**src/rtl/core/csvfs_pkg.sv**
```systemverilog
package csvfs_pkg;

   localparam int CHAR_W      = 8;
   localparam int HELD_DEPTH  = 16;
   localparam int QUEUE_DEPTH = 2;   // power of two, pointers wrap naturally

   localparam logic [CHAR_W-1:0] QUOTE_CH = 8'h22;
   localparam logic [CHAR_W-1:0] COMMA_CH = 8'h2C;

   typedef enum logic [1:0] {
      OP_CHAR      = 2'd0,
      OP_SPACE     = 2'd1,
      OP_FIELD_END = 2'd2,
      OP_LINE_END  = 2'd3
   } op_type;

   typedef struct packed {
      op_type            op;
      logic [CHAR_W-1:0] ch;
      logic              mal;
   } cmd_type;

   typedef struct packed {
      logic    valid;
      cmd_type cmd;
   } push_type;

   typedef struct packed {
      logic    valid;
      cmd_type cmd;
   } pop_type;

   function automatic logic is_space(input logic [CHAR_W-1:0] c);
      return ((c >= 8'd9) && (c <= 8'd13)) || (c == 8'd32);
   endfunction

endpackage

```
**src/rtl/core/csvfs_if.sv**
```systemverilog
interface csvfs_req_if;
   import csvfs_pkg::*;
   logic              valid;
   logic              ready;
   logic              kind;
   logic [CHAR_W-1:0] char_code;

   modport source (output valid, output kind, output char_code, input ready);
   modport sink   (input valid, input kind, input char_code, output ready);
endinterface

interface csvfs_rsp_if;
   import csvfs_pkg::*;
   logic              valid;
   logic              ready;
   logic              out_kind;
   logic [CHAR_W-1:0] field_char;
   logic              line_done;
   logic              malformed;
   logic              space_overflow;
   logic              last;

   modport source (output valid, output out_kind, output field_char, output line_done,
                   output malformed, output space_overflow, output last, input ready);
   modport sink   (input valid, input out_kind, input field_char, input line_done,
                   input malformed, input space_overflow, input last, output ready);
endinterface

```
**src/rtl/core/csvfs_front.sv**
```systemverilog
module csvfs_front (
   input  logic               clock,
   input  logic               reset,
   csvfs_req_if.sink          req_ch,
   input  logic               queue_full,
   output csvfs_pkg::push_type push
);
   import csvfs_pkg::*;

   logic quoting_ff, quoting_in;
   logic pending_ff, pending_in;
   logic accept;
   logic is_q, is_comma, q_eff;
   logic cmd_valid;
   cmd_type cmd;

   assign req_ch.ready = !queue_full;
   assign accept       = req_ch.valid && req_ch.ready;
   assign is_q         = (req_ch.char_code == QUOTE_CH);
   assign is_comma     = (req_ch.char_code == COMMA_CH);
   // a pending quote followed by anything but a quote closes the quoted span
   assign q_eff        = quoting_ff && !pending_ff;

   always_comb begin
      quoting_in = quoting_ff;
      pending_in = pending_ff;
      cmd_valid  = 1'b0;
      cmd.op     = OP_CHAR;
      cmd.ch     = req_ch.char_code;
      cmd.mal    = 1'b0;
      if (req_ch.kind) begin
         cmd_valid  = 1'b1;
         cmd.op     = OP_LINE_END;
         cmd.mal    = q_eff;
         quoting_in = 1'b0;
         pending_in = 1'b0;
      end else if (pending_ff && is_q) begin
         // doubled quote: literal quote, stay in quotes
         cmd_valid  = 1'b1;
         pending_in = 1'b0;
      end else begin
         pending_in = 1'b0;
         quoting_in = q_eff;
         if (is_q) begin
            if (q_eff) begin
               pending_in = 1'b1;
            end else begin
               quoting_in = 1'b1;
            end
         end else if (is_comma && !q_eff) begin
            cmd_valid = 1'b1;
            cmd.op    = OP_FIELD_END;
         end else begin
            cmd_valid = 1'b1;
            cmd.op    = is_space(req_ch.char_code) ? OP_SPACE : OP_CHAR;
         end
      end
   end

   assign push.valid = accept && cmd_valid;
   assign push.cmd   = cmd;

   always_ff @(posedge clock) begin
      if (reset) begin
         quoting_ff <= 1'b0;
         pending_ff <= 1'b0;
      end else if (accept) begin
         quoting_ff <= quoting_in;
         pending_ff <= pending_in;
      end
   end

endmodule

```
**src/rtl/core/csvfs_queue.sv**
```systemverilog
module csvfs_queue (
   input  logic               clock,
   input  logic               reset,
   input  csvfs_pkg::push_type push,
   output logic               full,
   output csvfs_pkg::pop_type  head,
   input  logic               pop
);
   import csvfs_pkg::*;

   localparam int PTR_W = (QUEUE_DEPTH > 1) ? $clog2(QUEUE_DEPTH) : 1;
   localparam int CNT_W = $clog2(QUEUE_DEPTH + 1);

   cmd_type           entry_ff [QUEUE_DEPTH];
   logic [PTR_W-1:0]  wr_ptr_ff, wr_ptr_in;
   logic [PTR_W-1:0]  rd_ptr_ff, rd_ptr_in;
   logic [CNT_W-1:0]  count_ff, count_in;
   logic              do_push, do_pop;

   assign full       = (count_ff == CNT_W'(QUEUE_DEPTH));
   assign head.valid = (count_ff != '0);
   assign head.cmd   = entry_ff[rd_ptr_ff];
   assign do_push    = push.valid && !full;
   assign do_pop     = pop && head.valid;

   always_comb begin
      wr_ptr_in = do_push ? wr_ptr_ff + 1'b1 : wr_ptr_ff;
      rd_ptr_in = do_pop  ? rd_ptr_ff + 1'b1 : rd_ptr_ff;
      count_in  = count_ff;
      if (do_push && !do_pop) begin
         count_in = count_ff + 1'b1;
      end else if (do_pop && !do_push) begin
         count_in = count_ff - 1'b1;
      end
   end

   always_ff @(posedge clock) begin
      if (reset) begin
         wr_ptr_ff <= '0;
         rd_ptr_ff <= '0;
         count_ff  <= '0;
      end else begin
         wr_ptr_ff <= wr_ptr_in;
         rd_ptr_ff <= rd_ptr_in;
         count_ff  <= count_in;
      end
   end

   always_ff @(posedge clock) begin
      if (do_push) begin
         entry_ff[wr_ptr_ff] <= push.cmd;
      end
   end

endmodule

```
**src/rtl/core/csvfs_back.sv**
```systemverilog
module csvfs_back #(
   parameter int HELD_DEPTH = csvfs_pkg::HELD_DEPTH
) (
   input  logic              clock,
   input  logic              reset,
   input  csvfs_pkg::pop_type head,
   output logic              pop,
   csvfs_rsp_if.source       rsp_ch
);
   import csvfs_pkg::*;

   localparam int ADDR_W = (HELD_DEPTH > 1) ? $clog2(HELD_DEPTH) : 1;
   localparam int CNT_W  = $clog2(HELD_DEPTH + 1);

   typedef enum logic [1:0] {
      BACK_IDLE  = 2'b01,
      BACK_FLUSH = 2'b10
   } back_state_type;

   back_state_type    state_ff, state_in;
   logic              started_ff, started_in;
   logic [CNT_W-1:0]  count_ff, count_in;
   logic [CNT_W-1:0]  idx_ff, idx_in;
   logic              ovf_ff, ovf_in;
   logic [CHAR_W-1:0] cur_ch_ff, cur_ch_in;

   logic [CHAR_W-1:0] held_mem [HELD_DEPTH];
   logic [CHAR_W-1:0] rd_data_ff;
   logic              mem_we, rd_en;

   // result register
   logic              out_valid_ff, out_valid_in;
   logic              out_kind_ff, out_done_ff, out_mal_ff, out_ovf_ff, out_last_ff;
   logic [CHAR_W-1:0] out_ch_ff;
   logic              out_mem_ff;
   logic              out_load;
   logic              ld_kind, ld_done, ld_mal, ld_ovf, ld_last, ld_mem;
   logic [CHAR_W-1:0] ld_ch;
   logic              out_free;

   assign out_free = !out_valid_ff || rsp_ch.ready;

   always_comb begin
      state_in   = state_ff;
      started_in = started_ff;
      count_in   = count_ff;
      idx_in     = idx_ff;
      ovf_in     = ovf_ff;
      cur_ch_in  = cur_ch_ff;
      pop        = 1'b0;
      mem_we     = 1'b0;
      rd_en      = 1'b0;
      out_load   = 1'b0;
      ld_kind    = 1'b0;
      ld_ch      = '0;
      ld_done    = 1'b0;
      ld_mal     = 1'b0;
      ld_ovf     = ovf_ff;
      ld_last    = 1'b0;
      ld_mem     = 1'b0;
      case (state_ff)
         BACK_IDLE: begin
            if (head.valid && out_free) begin
               pop = 1'b1;
               case (head.cmd.op)
                  OP_SPACE: begin
                     if (started_ff) begin
                        if (count_ff < CNT_W'(HELD_DEPTH)) begin
                           mem_we   = 1'b1;
                           count_in = count_ff + 1'b1;
                        end else begin
                           ovf_in = 1'b1;
                        end
                     end
                  end
                  OP_CHAR: begin
                     if (count_ff == '0) begin
                        out_load   = 1'b1;
                        ld_ch      = head.cmd.ch;
                        ld_last    = 1'b1;
                        started_in = 1'b1;
                     end else begin
                        cur_ch_in = head.cmd.ch;
                        idx_in    = '0;
                        state_in  = BACK_FLUSH;
                     end
                  end
                  OP_FIELD_END: begin
                     out_load   = 1'b1;
                     ld_kind    = 1'b1;
                     ld_last    = 1'b1;
                     started_in = 1'b0;
                     count_in   = '0;
                  end
                  OP_LINE_END: begin
                     out_load   = 1'b1;
                     ld_kind    = 1'b1;
                     ld_done    = 1'b1;
                     ld_mal     = head.cmd.mal;
                     ld_last    = 1'b1;
                     started_in = 1'b0;
                     count_in   = '0;
                     ovf_in     = 1'b0;
                  end
                  default: begin
                     pop = 1'b1;
                  end
               endcase
            end
         end
         BACK_FLUSH: begin
            if (out_free) begin
               out_load = 1'b1;
               if (idx_ff < count_ff) begin
                  rd_en  = 1'b1;
                  ld_mem = 1'b1;
                  idx_in = idx_ff + 1'b1;
               end else begin
                  ld_ch      = cur_ch_ff;
                  ld_last    = 1'b1;
                  count_in   = '0;
                  started_in = 1'b1;
                  state_in   = BACK_IDLE;
               end
            end
         end
         default: begin
            state_in = BACK_IDLE;
         end
      endcase
      out_valid_in = out_load || (out_valid_ff && !rsp_ch.ready);
   end

   always_ff @(posedge clock) begin
      if (reset) begin
         state_ff     <= BACK_IDLE;
         started_ff   <= 1'b0;
         count_ff     <= '0;
         idx_ff       <= '0;
         ovf_ff       <= 1'b0;
         out_valid_ff <= 1'b0;
      end else begin
         state_ff     <= state_in;
         started_ff   <= started_in;
         count_ff     <= count_in;
         idx_ff       <= idx_in;
         ovf_ff       <= ovf_in;
         out_valid_ff <= out_valid_in;
      end
   end

   always_ff @(posedge clock) begin
      cur_ch_ff <= cur_ch_in;
      if (out_load) begin
         out_kind_ff <= ld_kind;
         out_ch_ff   <= ld_ch;
         out_done_ff <= ld_done;
         out_mal_ff  <= ld_mal;
         out_ovf_ff  <= ld_ovf;
         out_last_ff <= ld_last;
         out_mem_ff  <= ld_mem;
      end
   end

   always_ff @(posedge clock) begin
      if (mem_we) begin
         held_mem[count_ff[ADDR_W-1:0]] <= head.cmd.ch;
      end
      if (rd_en) begin
         rd_data_ff <= held_mem[idx_ff[ADDR_W-1:0]];
      end
   end

   assign rsp_ch.valid          = out_valid_ff;
   assign rsp_ch.out_kind       = out_kind_ff;
   assign rsp_ch.field_char     = out_mem_ff ? rd_data_ff : out_ch_ff;
   assign rsp_ch.line_done      = out_done_ff;
   assign rsp_ch.malformed      = out_mal_ff;
   assign rsp_ch.space_overflow = out_ovf_ff;
   assign rsp_ch.last           = out_last_ff;

endmodule

```
**src/rtl/core/csv_field_splitter.sv**
```systemverilog
// CSV field splitter: takes one line one byte per request, with an end-of-line
// request closing it, and returns the trimmed characters of each field followed
// by an end-of-field result; quotes, doubled quotes and commas inside quotes
// follow the usual CSV rules. The front end classifies each request
// combinationally and hands it to a two-entry queue, so requests are taken at
// one per cycle while the queue has room. The result side pops a request when
// its result register is free; a content character after held trailing
// whitespace bytes enters a replay that returns each held byte from the
// HELD_DEPTH-entry store before it, and the queue fills and stalls the request
// side during such a burst. Quote characters give no result but the second of
// a doubled quote, nor does leading whitespace. Whitespace beyond HELD_DEPTH
// held bytes is dropped and space_overflow stays set until the end of the line.
module csv_field_splitter #(
   parameter int HELD_DEPTH = csvfs_pkg::HELD_DEPTH
) (
   input logic         clock,
   input logic         reset,
   csvfs_req_if.sink   req_ch,
   csvfs_rsp_if.source rsp_ch
);
   import csvfs_pkg::*;

   push_type push;
   pop_type  head;
   logic     queue_full;
   logic     pop;

   csvfs_front u_front (
      .clock      (clock),
      .reset      (reset),
      .req_ch     (req_ch),
      .queue_full (queue_full),
      .push       (push)
   );

   csvfs_queue u_queue (
      .clock (clock),
      .reset (reset),
      .push  (push),
      .full  (queue_full),
      .head  (head),
      .pop   (pop)
   );

   csvfs_back #(
      .HELD_DEPTH (HELD_DEPTH)
   ) u_back (
      .clock  (clock),
      .reset  (reset),
      .head   (head),
      .pop    (pop),
      .rsp_ch (rsp_ch)
   );

endmodule

```
**src/flat_wrapper.sv**
```systemverilog
// flat-port wrapper written by rule: the top's interface ports become plain ports
module csv_field_splitter_flat import csvfs_pkg::*;
#(
   parameter int HELD_DEPTH = csvfs_pkg::HELD_DEPTH
)
  (clock, reset, req_ch_valid, req_ch_kind, req_ch_char_code, req_ch_ready, rsp_ch_valid, rsp_ch_out_kind, rsp_ch_field_char, rsp_ch_line_done, rsp_ch_malformed, rsp_ch_space_overflow, rsp_ch_last, rsp_ch_ready);
  csvfs_req_if req_ch_i ();
  csvfs_rsp_if rsp_ch_i ();
  input logic clock;
  input logic reset;
  input wire logic [$bits(req_ch_i.valid)-1:0] req_ch_valid;
  input wire logic [$bits(req_ch_i.kind)-1:0] req_ch_kind;
  input wire logic [$bits(req_ch_i.char_code)-1:0] req_ch_char_code;
  output wire logic [$bits(req_ch_i.ready)-1:0] req_ch_ready;
  output wire logic [$bits(rsp_ch_i.valid)-1:0] rsp_ch_valid;
  output wire logic [$bits(rsp_ch_i.out_kind)-1:0] rsp_ch_out_kind;
  output wire logic [$bits(rsp_ch_i.field_char)-1:0] rsp_ch_field_char;
  output wire logic [$bits(rsp_ch_i.line_done)-1:0] rsp_ch_line_done;
  output wire logic [$bits(rsp_ch_i.malformed)-1:0] rsp_ch_malformed;
  output wire logic [$bits(rsp_ch_i.space_overflow)-1:0] rsp_ch_space_overflow;
  output wire logic [$bits(rsp_ch_i.last)-1:0] rsp_ch_last;
  input wire logic [$bits(rsp_ch_i.ready)-1:0] rsp_ch_ready;
  assign req_ch_i.valid = req_ch_valid;
  assign req_ch_i.kind = req_ch_kind;
  assign req_ch_i.char_code = req_ch_char_code;
  assign req_ch_ready = req_ch_i.ready;
  assign rsp_ch_valid = rsp_ch_i.valid;
  assign rsp_ch_out_kind = rsp_ch_i.out_kind;
  assign rsp_ch_field_char = rsp_ch_i.field_char;
  assign rsp_ch_line_done = rsp_ch_i.line_done;
  assign rsp_ch_malformed = rsp_ch_i.malformed;
  assign rsp_ch_space_overflow = rsp_ch_i.space_overflow;
  assign rsp_ch_last = rsp_ch_i.last;
  assign rsp_ch_i.ready = rsp_ch_ready;
  csv_field_splitter #(.HELD_DEPTH(HELD_DEPTH)) u_core (.clock(clock), .reset(reset), .req_ch(req_ch_i), .rsp_ch(rsp_ch_i));
endmodule
```
**config.mk**
```make
export PLATFORM = sky130hd
export DESIGN_NAME = csv_field_splitter_flat
export DESIGN_NICKNAME = d
export VERILOG_FILES = /design/src/rtl/core/csvfs_pkg.sv /design/src/rtl/core/csvfs_if.sv /design/src/rtl/core/csvfs_front.sv /design/src/rtl/core/csvfs_queue.sv /design/src/rtl/core/csvfs_back.sv /design/src/rtl/core/csv_field_splitter.sv /design/src/flat_wrapper.sv
export SDC_FILE = /design/constraint.sdc
export NUM_CORES = 1
export LEC_CHECK = 0
export ABC_AREA = 1
export BUFFER_PORTS_ARGS = -buffer_cell sky130_fd_sc_hd__buf_4
export CORE_MARGIN = 3
export CORE_UTILIZATION = 50
export CTS_CLUSTER_DIAMETER = 30
export DETAILED_ROUTE_END_ITERATION = 12
export GPL_TIMING_DRIVEN = 0
export PLACE_DENSITY = 0.66
export SETUP_SLACK_MARGIN = 0.2
export SLEW_MARGIN = 20
export SYNTH_ARGS = -nofsm -noshare
export SYNTH_HDL_FRONTEND = slang
export SYNTH_SLANG_ARGS = --single-unit
```
**constraint.sdc**
```tcl
create_clock -name clock -period 2.89 [get_ports clock]
set_input_delay 0.1445 -clock clock [delete_from_list [all_inputs] [get_ports clock]]
set_output_delay 0.1445 -clock clock [all_outputs]
set_load 0.03 [all_outputs]
```
==> PnR_summary.wiki, run 1 <==
{| class="wikitable"
! Metric !! Value
|-
| Vias per Instance || 5.54
|-
| Capture point of the worst reg-to-reg path || u_core.u_back.held_mem[0][1]$_DFFE_PP_
|-
| Register-to-Register Setup Slack || 0.27 ns
|-
| HP Class || in -> reg
|-
| Placement row count || 47
|-
| Highest attainable clock frequency || 381 MHz
|-
| Clock tree from TritonCTS || yes
|-
| Die ar. || 18800 um^2
|-
| Post-Syn Area || 8600 um^2
|-
| Final estimated routing congestion in global placement || 0.863
|-
| Synthesized net count || 798
|-
| Iteration-0 DRC Markers || 622
|-
| Area share of the largest cell type after synthesis || 0.629
|-
| Number of instances in the synthesized netlist || 773
|-
| Die outline height || 137 um
|-
| Number of remaining DRC errors || 0
|-
| Clock-pin slew on the worst setup and hold paths || 0.05 ns
|-
| Via count of the first global-routing pass || 5938
|-
| Startpoint type of the worst setup path || flip-flop
|-
| # nets final || 873
|-
| CTS buffer count || 37
|-
| WL/cell || 19.2 um
|-
| Clock root buffer || sky130_fd_sc_hd__clkbuf_16
|-
| Tightest slew margin relative to the limit || 0.366
|-
| Number of levels in the clock H-tree || 2
|-
| Hold worst-path end || u_core.u_front.pending_ff$_SDFFE_PP0P_
|-
| Total inserted antenna cells || 0
|-
| Share of total power in the clock network || 0.390
|-
| Hold Startpoint || req_ch_valid
|-
| Switching Fraction || 0.331
|-
| Setup Fix Bufs, Post-CTS || 0
|-
| Synth warn || 0
|-
| Effective utilization at floorplan || 0.515
|-
| Hold Crit Depth || 4
|-
| Met2 GRT Util || 0.379
|-
| Portion of total power attributed to sequential cells || 0.355
|-
| Global Route Usage Sum || 0.232
|-
| Biggest fanout along the worst timing path || 8
|-
| Fraction of met1 tracks used by global routing || 0.306
|-
| Initial antenna violation count || 0
|-
| Ratio of final minimum period to clock period || 0.907
|-
| Path type of the worst setup path || reg -> reg
|-
| Final number of hold-violating endpoints || 0
|-
| First-pass iteration count of the detailed router || 5
|-
| Required time of the critical path || 3.01 ns
|-
| R2R cell count || 8
|-
| Result of the run || finished, final reports clean
|-
| Wire length of the first global-routing pass || 32400 um
|-
| Post-detailed-placement half-perimeter wirelength || 13800 um
|-
| Final setup violation count || 0
|-
| Internal power component || 7.34 mW
|-
| Total Power || 11.0 mW
|-
| Area delta synth->final || 21.4%
|-
| Transition time at the pin with the least slew margin || 0.949 ns
|-
| Total of buffers placed on input and output ports || 26
|-
| Share of layout cells above drive strength 1 || 0.146
|-
| FF+latch area || 5850 um^2
|-
| Grt ovf || 0
|-
| Largest net degree at the start of global routing || 19
|-
| Met3 Use GR || 0.0585
|-
| Final Max Slew Viols || 0
|-
| Routed via count || 6080
|-
| Post-synthesis register bit count || 202
|-
| Leading post-synthesis cells by cell area || sky130_fd_sc_hd__edfxtp_1 63%, sky130_fd_sc_hd__nor2_1 6.3%, sky130_fd_sc_hd__nand2_1 5.3%, sky130_fd_sc_hd__dfxtp_1 5.1%, sky130_fd_sc_hd__o21ai_0 4.7%
|-
| Mean area per synthesized cell || 11.1 um^2
|-
| Source-to-sink clock delay at the later pin of the worst-skew pair || 0.51 ns
|-
| Power density over the cells || 1050 nW/um^2
|-
| Core area || 16700 um^2
|-
| Max-cap violations || 0
|-
| Final routed wirelength across all metal layers || 21100 um
|-
| Yosys top cell by area || sky130_fd_sc_hd__edfxtp_1
|-
| Multi-input gate area in the final layout || 2450 um^2
|-
| Origin of the critical flop-to-flop path || u_core.u_back.state_ff[1]$_SDFFE_PP0P_
|-
| Shortest period the worst path allows || 2.62 ns
|-
| Routed Antenna Nets || 0
|-
| Logic pwr share || 0.255
|-
| Count of fill cells added during filler insertion || 1295
|-
| Die X-Extent || 137 um
|-
| Critical Path End Type || flip-flop
|-
| Top Usage Layer GRT || met2
|-
| Reported net switching power || 3.63 mW
|-
| Worst Skew || 0.0207 ns
|-
| Worst Path Arrival || 2.74 ns
|-
| Clock Sink Count || 202
|-
| Unrepaired setup endpoints after global routing || true
|-
| # IOs || 28
|-
| Clock tree buffer depth || 3
|-
| TNS Setup || 0 ns
|-
| LEAKAGE || 3.78 nW
|-
| Worst VDD drop || 0.514 mV
|-
| Number of distinct library cells after synthesis || 32
|-
| Sequential element share of the synthesized area || 0.680
|}
per-layer routing:
metal | wire [um] | vias up | share of wire
li1 | - | 2872 | -
met2 | 10400 | 222 | 0.49
met5 | 0 | - | 0
met4 | 420 | 0 | 0.020
met3 | 1870 | 44 | 0.089
met1 | 8400 | 2942 | 0.40
worst max-delay path, cell delays in order, from the launching register on:
cell and delay, ns:
sky130_fd_sc_hd__dfxtp_1 0.32, sky130_fd_sc_hd__inv_1 0.07, sky130_fd_sc_hd__ha_1 0.30, sky130_fd_sc_hd__inv_1 0.12, sky130_fd_sc_hd__nor2_2 0.14, sky130_fd_sc_hd__nand2_1 0.12
sky130_fd_sc_hd__nor4_4 0.32, sky130_fd_sc_hd__nand2_2 0.15, sky130_fd_sc_hd__nor2_1 0.70
state kept, by name (all words and copies together), names as in the netlist, 2 cells and up, named ones only:
register and flops:
u_core.u_queue.entry_ff 22, u_core.u_back.out_ch_ff 8, u_core.u_back.rd_data_ff 8, u_core.u_back.held_mem 128, u_core.u_back.count_ff 5, u_core.u_back.state_ff 2
u_core.u_queue.count_ff 2, u_core.u_back.idx_ff 5, u_core.u_back.cur_ch_ff 8
synth_stat cells (all sizes together):
| library cell | instances |
|---|---|
| o21ai | 85 |
| xor2 | 2 |
| dfxtp | 22 |
| mux2 | 8 |
| clkbuf | 16 |
| nor2 | 149 |
| nand2 | 128 |
| nand3 | 34 |
| nor3 | 4 |
| a21oi | 27 |
| nor4 | 3 |
| o21a | 2 |
| edfxtp | 180 |
| ha | 12 |
| nand4 | 2 |
| a31oi | 1 |
| clkinv | 1 |
| inv | 46 |
| buf | 16 |
| nor3b | 2 |
| o211ai | 33 |
cells by family after synthesis:
group                    after synthesis  share of synthesized area
AO/OA/AOI/OAI                        148                     0.0969
XOR/XNOR                               2                    0.00204
adder cells (fa/ha/maj)               12                     0.0175
buffers and inverters                 79                     0.0373
flip-flops                           202                      0.680
multiplexers                           8                     0.0105
AND/OR/NAND/NOR                      322                      0.156
layout by cell type (no fill, tap or decap), drive strengths merged:
master       instances
nor3                 4
clkbuf              61
o211ai              33
bufinv               4
o21a                 2
buf                 42
nor2               149
mux2                 8
edfxtp             180
nand3               34
nand2              128
nand4                2
a21oi               27
o21ai               85
a31oi                1
dlygate4sd3         10
nor3b                2
xor2                 2
clkinvlp             3
ha                  12
inv                 52
clkinv              11
dfxtp               22
nor4                 3
through the flow:
stage / instances / worst slack [ns] / hold WS (ns) / util / cell area, um^2
after detailed placement: 1019 / 0.282 / 0.343 / 0.543 / 9070
after global placement: 1019 / 0.394 / 0.338 / 0.543 / 9070
after CTS: 1097 / 0.263 / 0.0230 / 0.624 / 10400
after floorplan: 773 / 0.896 / 0.243 / - / 8600
after global routing: 1097 / 0.157 / 0.0714 / 0.625 / 10400
final: 1097 / 0.268 / 0.0370 / 0.625 / 10400
worst max path at each step:
stage	start	to	slack (ns)	cells after the start
floorplan	u_core.u_back.state_ff[1]$_SDFFE_PP0P_	u_core.u_back.held_mem[10][0]$_DFFE_PP_	0.90	8
global placement	u_core.u_back.state_ff[1]$_SDFFE_PP0P_	u_core.u_back.held_mem[0][2]$_DFFE_PP_	0.39	8
detailed placement	u_core.u_back.state_ff[1]$_SDFFE_PP0P_	u_core.u_back.held_mem[1][2]$_DFFE_PP_	0.28	8
CTS	u_core.u_back.state_ff[1]$_SDFFE_PP0P_	u_core.u_back.held_mem[0][3]$_DFFE_PP_	0.26	8
global route	u_core.u_back.state_ff[1]$_SDFFE_PP0P_	u_core.u_back.held_mem[0][3]$_DFFE_PP_	0.16	8
finish	u_core.u_back.state_ff[1]$_SDFFE_PP0P_	u_core.u_back.held_mem[0][1]$_DFFE_PP_	0.27	8
power groups by stage:
stage               registers, mW  logic [mW]  clock network, mW
detailed placement           3.95        2.74                  0
finish                       3.89        2.80               4.27
floorplan                    3.98        1.69                  0
global route                 3.92        3.07               4.47
global placement             3.93        2.64                  0
CTS                          3.90        2.77               4.32
layout make-up:
| type | instances | share of cell area |
|---|---|---|
| clock buffer | 45 | 0.0956 |
| clock inverter | 23 | 0.0246 |
| tap | 220 | 0.0264 |
| buffer | 32 | 0.0138 |
| multi-input combinational | 492 | 0.235 |
| sequential | 202 | 0.560 |
| inverter | 47 | 0.0169 |
| timing repair buffer | 36 | 0.0283 |
what timing repair did:
item,CTS,global route
hold buffers,10,0
endpoints found under the hold margin,19,0
setup endpoints to repair,0,55
resized for setup,0,5
(Power assumes the default switching activity.)
==> run 2: changes to the inputs <==
- ABC_AREA: 1 -> 0
==> PnR_summary.wiki, run 2 <==
{| class="wikitable"
! Metric !! Value
|-
| Non-filler instance count after layout || 809 (-26%)
|-
| Total of buffers placed on input and output ports || 27 (+3.8%)
|-
| Total Power || 9.24 mW (-16%)
|-
| Wire length of the first global-routing pass || 26600 um (-18%)
|-
| Area delta synth->final || 23.5%
|-
| Logic pwr share || 0.153 (-0.102)
|-
| Synth warn || 0 (unchanged)
|-
| Worst Path Arrival || 2.79 ns (+0.05 ns)
|-
| HP Class || in -> reg
|-
| Number of remaining DRC errors || 0 (unchanged)
|-
| Number of distinct library cells after synthesis || 59 (+84%)
|-
| Iteration-0 DRC Markers || 353 (-43%)
|-
| Final Max Slew Viols || 0 (unchanged)
|-
| Clock root buffer || sky130_fd_sc_hd__clkbuf_16
|-
| Initial antenna violation count || 0 (unchanged)
|-
| Most common cell in the synthesized netlist || sky130_fd_sc_hd__edfxtp_1
|-
| Global Route Usage Sum || 0.193 (-0.0393)
|-
| Effective utilization at floorplan || 0.518 (+0.00356)
|-
| Worst path cell trace || inv_1 > ha_1 > inv_2 > or3_4 > buf_6 > nor3_2 > nand2_1 > nor2_2
|-
| # nets final || 593 (-32%)
|-
| Internal power component || 6.85 mW (-6.7%)
|-
| Dominant register cell in the synthesized netlist || sky130_fd_sc_hd__edfxtp_1
|-
| Result of the run || finished, final reports clean
|-
| Switching Fraction || 0.259 (-0.0721)
|-
| Source-to-sink clock delay at the later pin of the worst-skew pair || 0.49 ns (-0.02 ns)
|-
| Most frequent standard cell in the layout excluding fill and tap cells || sky130_fd_sc_hd__edfxtp_1
|-
| Final number of hold-violating endpoints || 0 (unchanged)
|-
| Path type of the worst setup path || reg -> reg
|-
| Core occupancy in the finished layout || 0.640 (+0.0153)
|-
| Die ar. || 18300 um^2 (-2.7%)
|-
| Biggest fanout along the worst timing path || 10 (+2)
|-
| Reported net switching power || 2.39 mW (-34%)
|-
| Number of instances in the synthesized netlist || 487 (-37%)
|-
| Final setup violation count || 0 (unchanged)
|-
| Number of levels in the clock H-tree || 2 (unchanged)
|-
| Shortest period the worst path allows || 2.66 ns (+0.0353 ns)
|-
| Die X-Extent || 135 um (-1.4%)
|-
| Share of layout cells above drive strength 1 || 0.304 (+0.158)
|-
| Synth cell count leaders || 180 x sky130_fd_sc_hd__edfxtp_1, 42 x sky130_fd_sc_hd__nor2_1, 40 x sky130_fd_sc_hd__mux4_2
|-
| Clock tree from TritonCTS || yes
|-
| Final estimated routing congestion in global placement || 0.838 (-3.0%)
|-
| Clock tree buffer depth || 3 (unchanged)
|-
| Transition time at the pin with the least slew margin || 0.935 ns (-0.0138 ns)
|-
| Flip-flop count of the largest register after layout || 128 (unchanged)
|-
| Synthesized net count || 512 (-36%)
|-
| Area share of the largest cell type after synthesis || 0.647 (+0.0184)
|-
| Mean area per synthesized cell || 17.2 um^2 (+54%)
|-
| Clock-pin slew on the worst setup and hold paths || 0.04 ns (about the same)
|-
| Total inserted antenna cells || 0 (unchanged)
|-
| Commonest cells after routing, fill and taps aside || 180 x sky130_fd_sc_hd__edfxtp_1, 40 x sky130_fd_sc_hd__mux4_2, 37 x sky130_fd_sc_hd__clkbuf_16
|-
| Post-Syn Area || 8350 um^2 (-2.8%)
|-
| Routed Antenna Nets || 0 (unchanged)
|-
| Vias per Instance || 5.85 (+5.6%)
|-
| Number of enable-type register cells in the synthesized netlist || 180 (unchanged)
|-
| Via count of the first global-routing pass || 4766 (-20%)
|-
| Total placed cells including tap cells || 730 (-28%)
|-
| Required time of the critical path || 3.02 ns (about the same)
|-
| Highest attainable clock frequency || 376 MHz (-1.3%)
|-
| Leading post-synthesis cells by cell area || sky130_fd_sc_hd__edfxtp_1 65%, sky130_fd_sc_hd__mux4_2 11%, sky130_fd_sc_hd__dfxtp_1 5.3%, sky130_fd_sc_hd__mux2_2 2.2%, sky130_fd_sc_hd__nor2_1 1.9%
|-
| Buffer and inverter count on the worst path || 3 (+1)
|-
| Ratio of final minimum period to clock period || 0.919 (+0.0122)
|-
| Max-cap violations || 0 (unchanged)
|-
| Die outline height || 135 um (-1.4%)
|-
| Final worst slack || 0.233 ns (-0.0353 ns)
|-
| Clock Sink Count || 202 (unchanged)
|-
| Core area || 16100 um^2 (-3.5%)
|-
| Grt ovf || 0 (unchanged)
|-
| Worst VDD drop || 0.483 mV (-6.2%)
|-
| Share of synthesized registers carrying an async set or reset || 0 (unchanged)
|-
| Critical Path End Type || flip-flop
|-
| Largest net degree at the start of global routing || 19 (unchanged)
|-
| LEAKAGE || 3.44 nW (-9.0%)
|-
| Power density over the cells || 895 nW/um^2 (-15%)
|-
| Largest incremental delay on the critical path || 0.47 ns (-0.23 ns)
|-
| Placement row count || 46 (-2.1%)
|-
| Unrepaired setup endpoints after global routing || true
|-
| # IOs || 28 (unchanged)
|-
| CTS buffer count || 37 (unchanged)
|-
| Routed via count || 4734 (-22%)
|-
| Top Family by Delay on Critical Path || simple AND/OR/NAND/NOR gates
|-
| Portion of total power attributed to sequential cells || 0.400 (+0.045)
|-
| Sequential element share of the synthesized area || 0.700 (+0.0199)
|-
| WL/cell || 21.6 um (+12%)
|-
| Worst setup slack before clock tree synthesis || -0.101 ns (-0.384 ns)
|-
| Post-detailed-placement half-perimeter wirelength || 11100 um (-19%)
|-
| Final routed wirelength across all metal layers || 17500 um (-17%)
|-
| Tightest slew margin relative to the limit || 0.375 (+0.00946)
|-
| First-pass iteration count of the detailed router || 5 (unchanged)
|-
| Crit-path slowest cell || sky130_fd_sc_hd__nor2_2
|-
| Share of total power in the clock network || 0.447 (+0.057)
|-
| Worst Skew || 0.0191 ns (-0.00158 ns)
|-
| Yosys top cell by area || sky130_fd_sc_hd__edfxtp_1
|-
| Startpoint type of the worst setup path || flip-flop
|-
| Post-synthesis register bit count || 202 (unchanged)
|}
run 2: changes by cell type after synthesis, moves of 8 or more:
cell / delta
sky130_fd_sc_hd__mux4_2: +40
sky130_fd_sc_hd__nor2_1: -103
sky130_fd_sc_hd__nand2_1: -101
sky130_fd_sc_hd__o21ai_0: -76
sky130_fd_sc_hd__mux2_2: +8
sky130_fd_sc_hd__nand3_1: -24
sky130_fd_sc_hd__inv_1: -34
sky130_fd_sc_hd__a22oi_1: +9
sky130_fd_sc_hd__o211ai_1: -30
sky130_fd_sc_hd__a21oi_1: -17
run 2: final cells by class:
type / count / area [um^2]
clock inverters: 24 / 262
repair buffers: 42 / 393
inverters: 10 / 37.5
multi-input cells: 253 / 2470
clock buffers: 40 / 937
fillers: 1110 / 5800
plain buffers: 22 / 104
flip-flops and latches: 202 / 5850
well taps: 216 / 270
run 2: per-stage QoR:
step                setup TNS (ns)  cell area [um^2]  hold slack, ns
detailed placement          -0.811              8850           0.342
finish                           0             10300          0.0357
floorplan                        0              8350           0.243
global route                     0             10300          0.0730
global placement            -11.76              8830           0.338
CTS                              0             10200          0.0209
run 2: cells by family (layout without fill, tap and decap cells):
group                      after synthesis  count (layout)  share of synthesized area
and+or+nand+nor                        121             121                     0.0771
adders and majority gates               12              12                     0.0180
AOI/OAI and AO/OA                       57              57                     0.0508
DFF                                    202             202                      0.700
buffers and inverters                   32             138                     0.0166
xor gates and xnor gates                 4               4                    0.00419
muxes                                   59              59                      0.133
run 2: worst min-delay path, stage by stage:
cell                       delay, ns
sky130_fd_sc_hd__buf_4          0.10
sky130_fd_sc_hd__nor2b_4        0.05
sky130_fd_sc_hd__nor2_1         0.09
sky130_fd_sc_hd__a221oi_1       0.07
run 2: power groups by stage:
stage	registers (mW)	logic (mW)	clock network [mW]
floorplan	3.80	0.841	0
global placement	3.75	1.34	0
detailed placement	3.75	1.39	0
CTS	3.70	1.41	4.18
global route	3.71	1.53	4.33
finish	3.69	1.42	4.13
run 2: per-layer routing:
metal	GRT usage	vias to the layer above	part of all wire
li1	-	2125	-
met4	0.0599	0	0.026
met2	0.293	180	0.46
met1	0.278	2385	0.44
met5	0	-	0
met3	0.0494	44	0.078
run 2: path summary, 6_finish.rpt:
check,from,endpoint,slack (ns),cells past startpoint
min,rsp_ch_ready,u_core.u_back.rsp_ch.valid$_SDFF_PP0_,0.04,4
max,u_core.u_back.state_ff[1]$_SDFFE_PP0P_,u_core.u_back.held_mem[14][5]$_DFFE_PP_,0.23,8
max reg2reg,u_core.u_back.state_ff[1]$_SDFFE_PP0P_,u_core.u_back.held_mem[14][5]$_DFFE_PP_,0.23,8
min reg2reg,u_core.u_back.ld_ovf$_SDFFE_PP0P_,u_core.u_back.rsp_ch.space_overflow$_DFFE_PP_,0.44,0
run 2: what timing repair did:
action                                  4_1_cts  5_1_grt
hold buffers                                 11        0
resized for setup                            12       13
pin swaps                                     0        4
hold endpoints to repair                     24        0
buffers inserted                              0        4
endpoints found under the setup margin      168      154
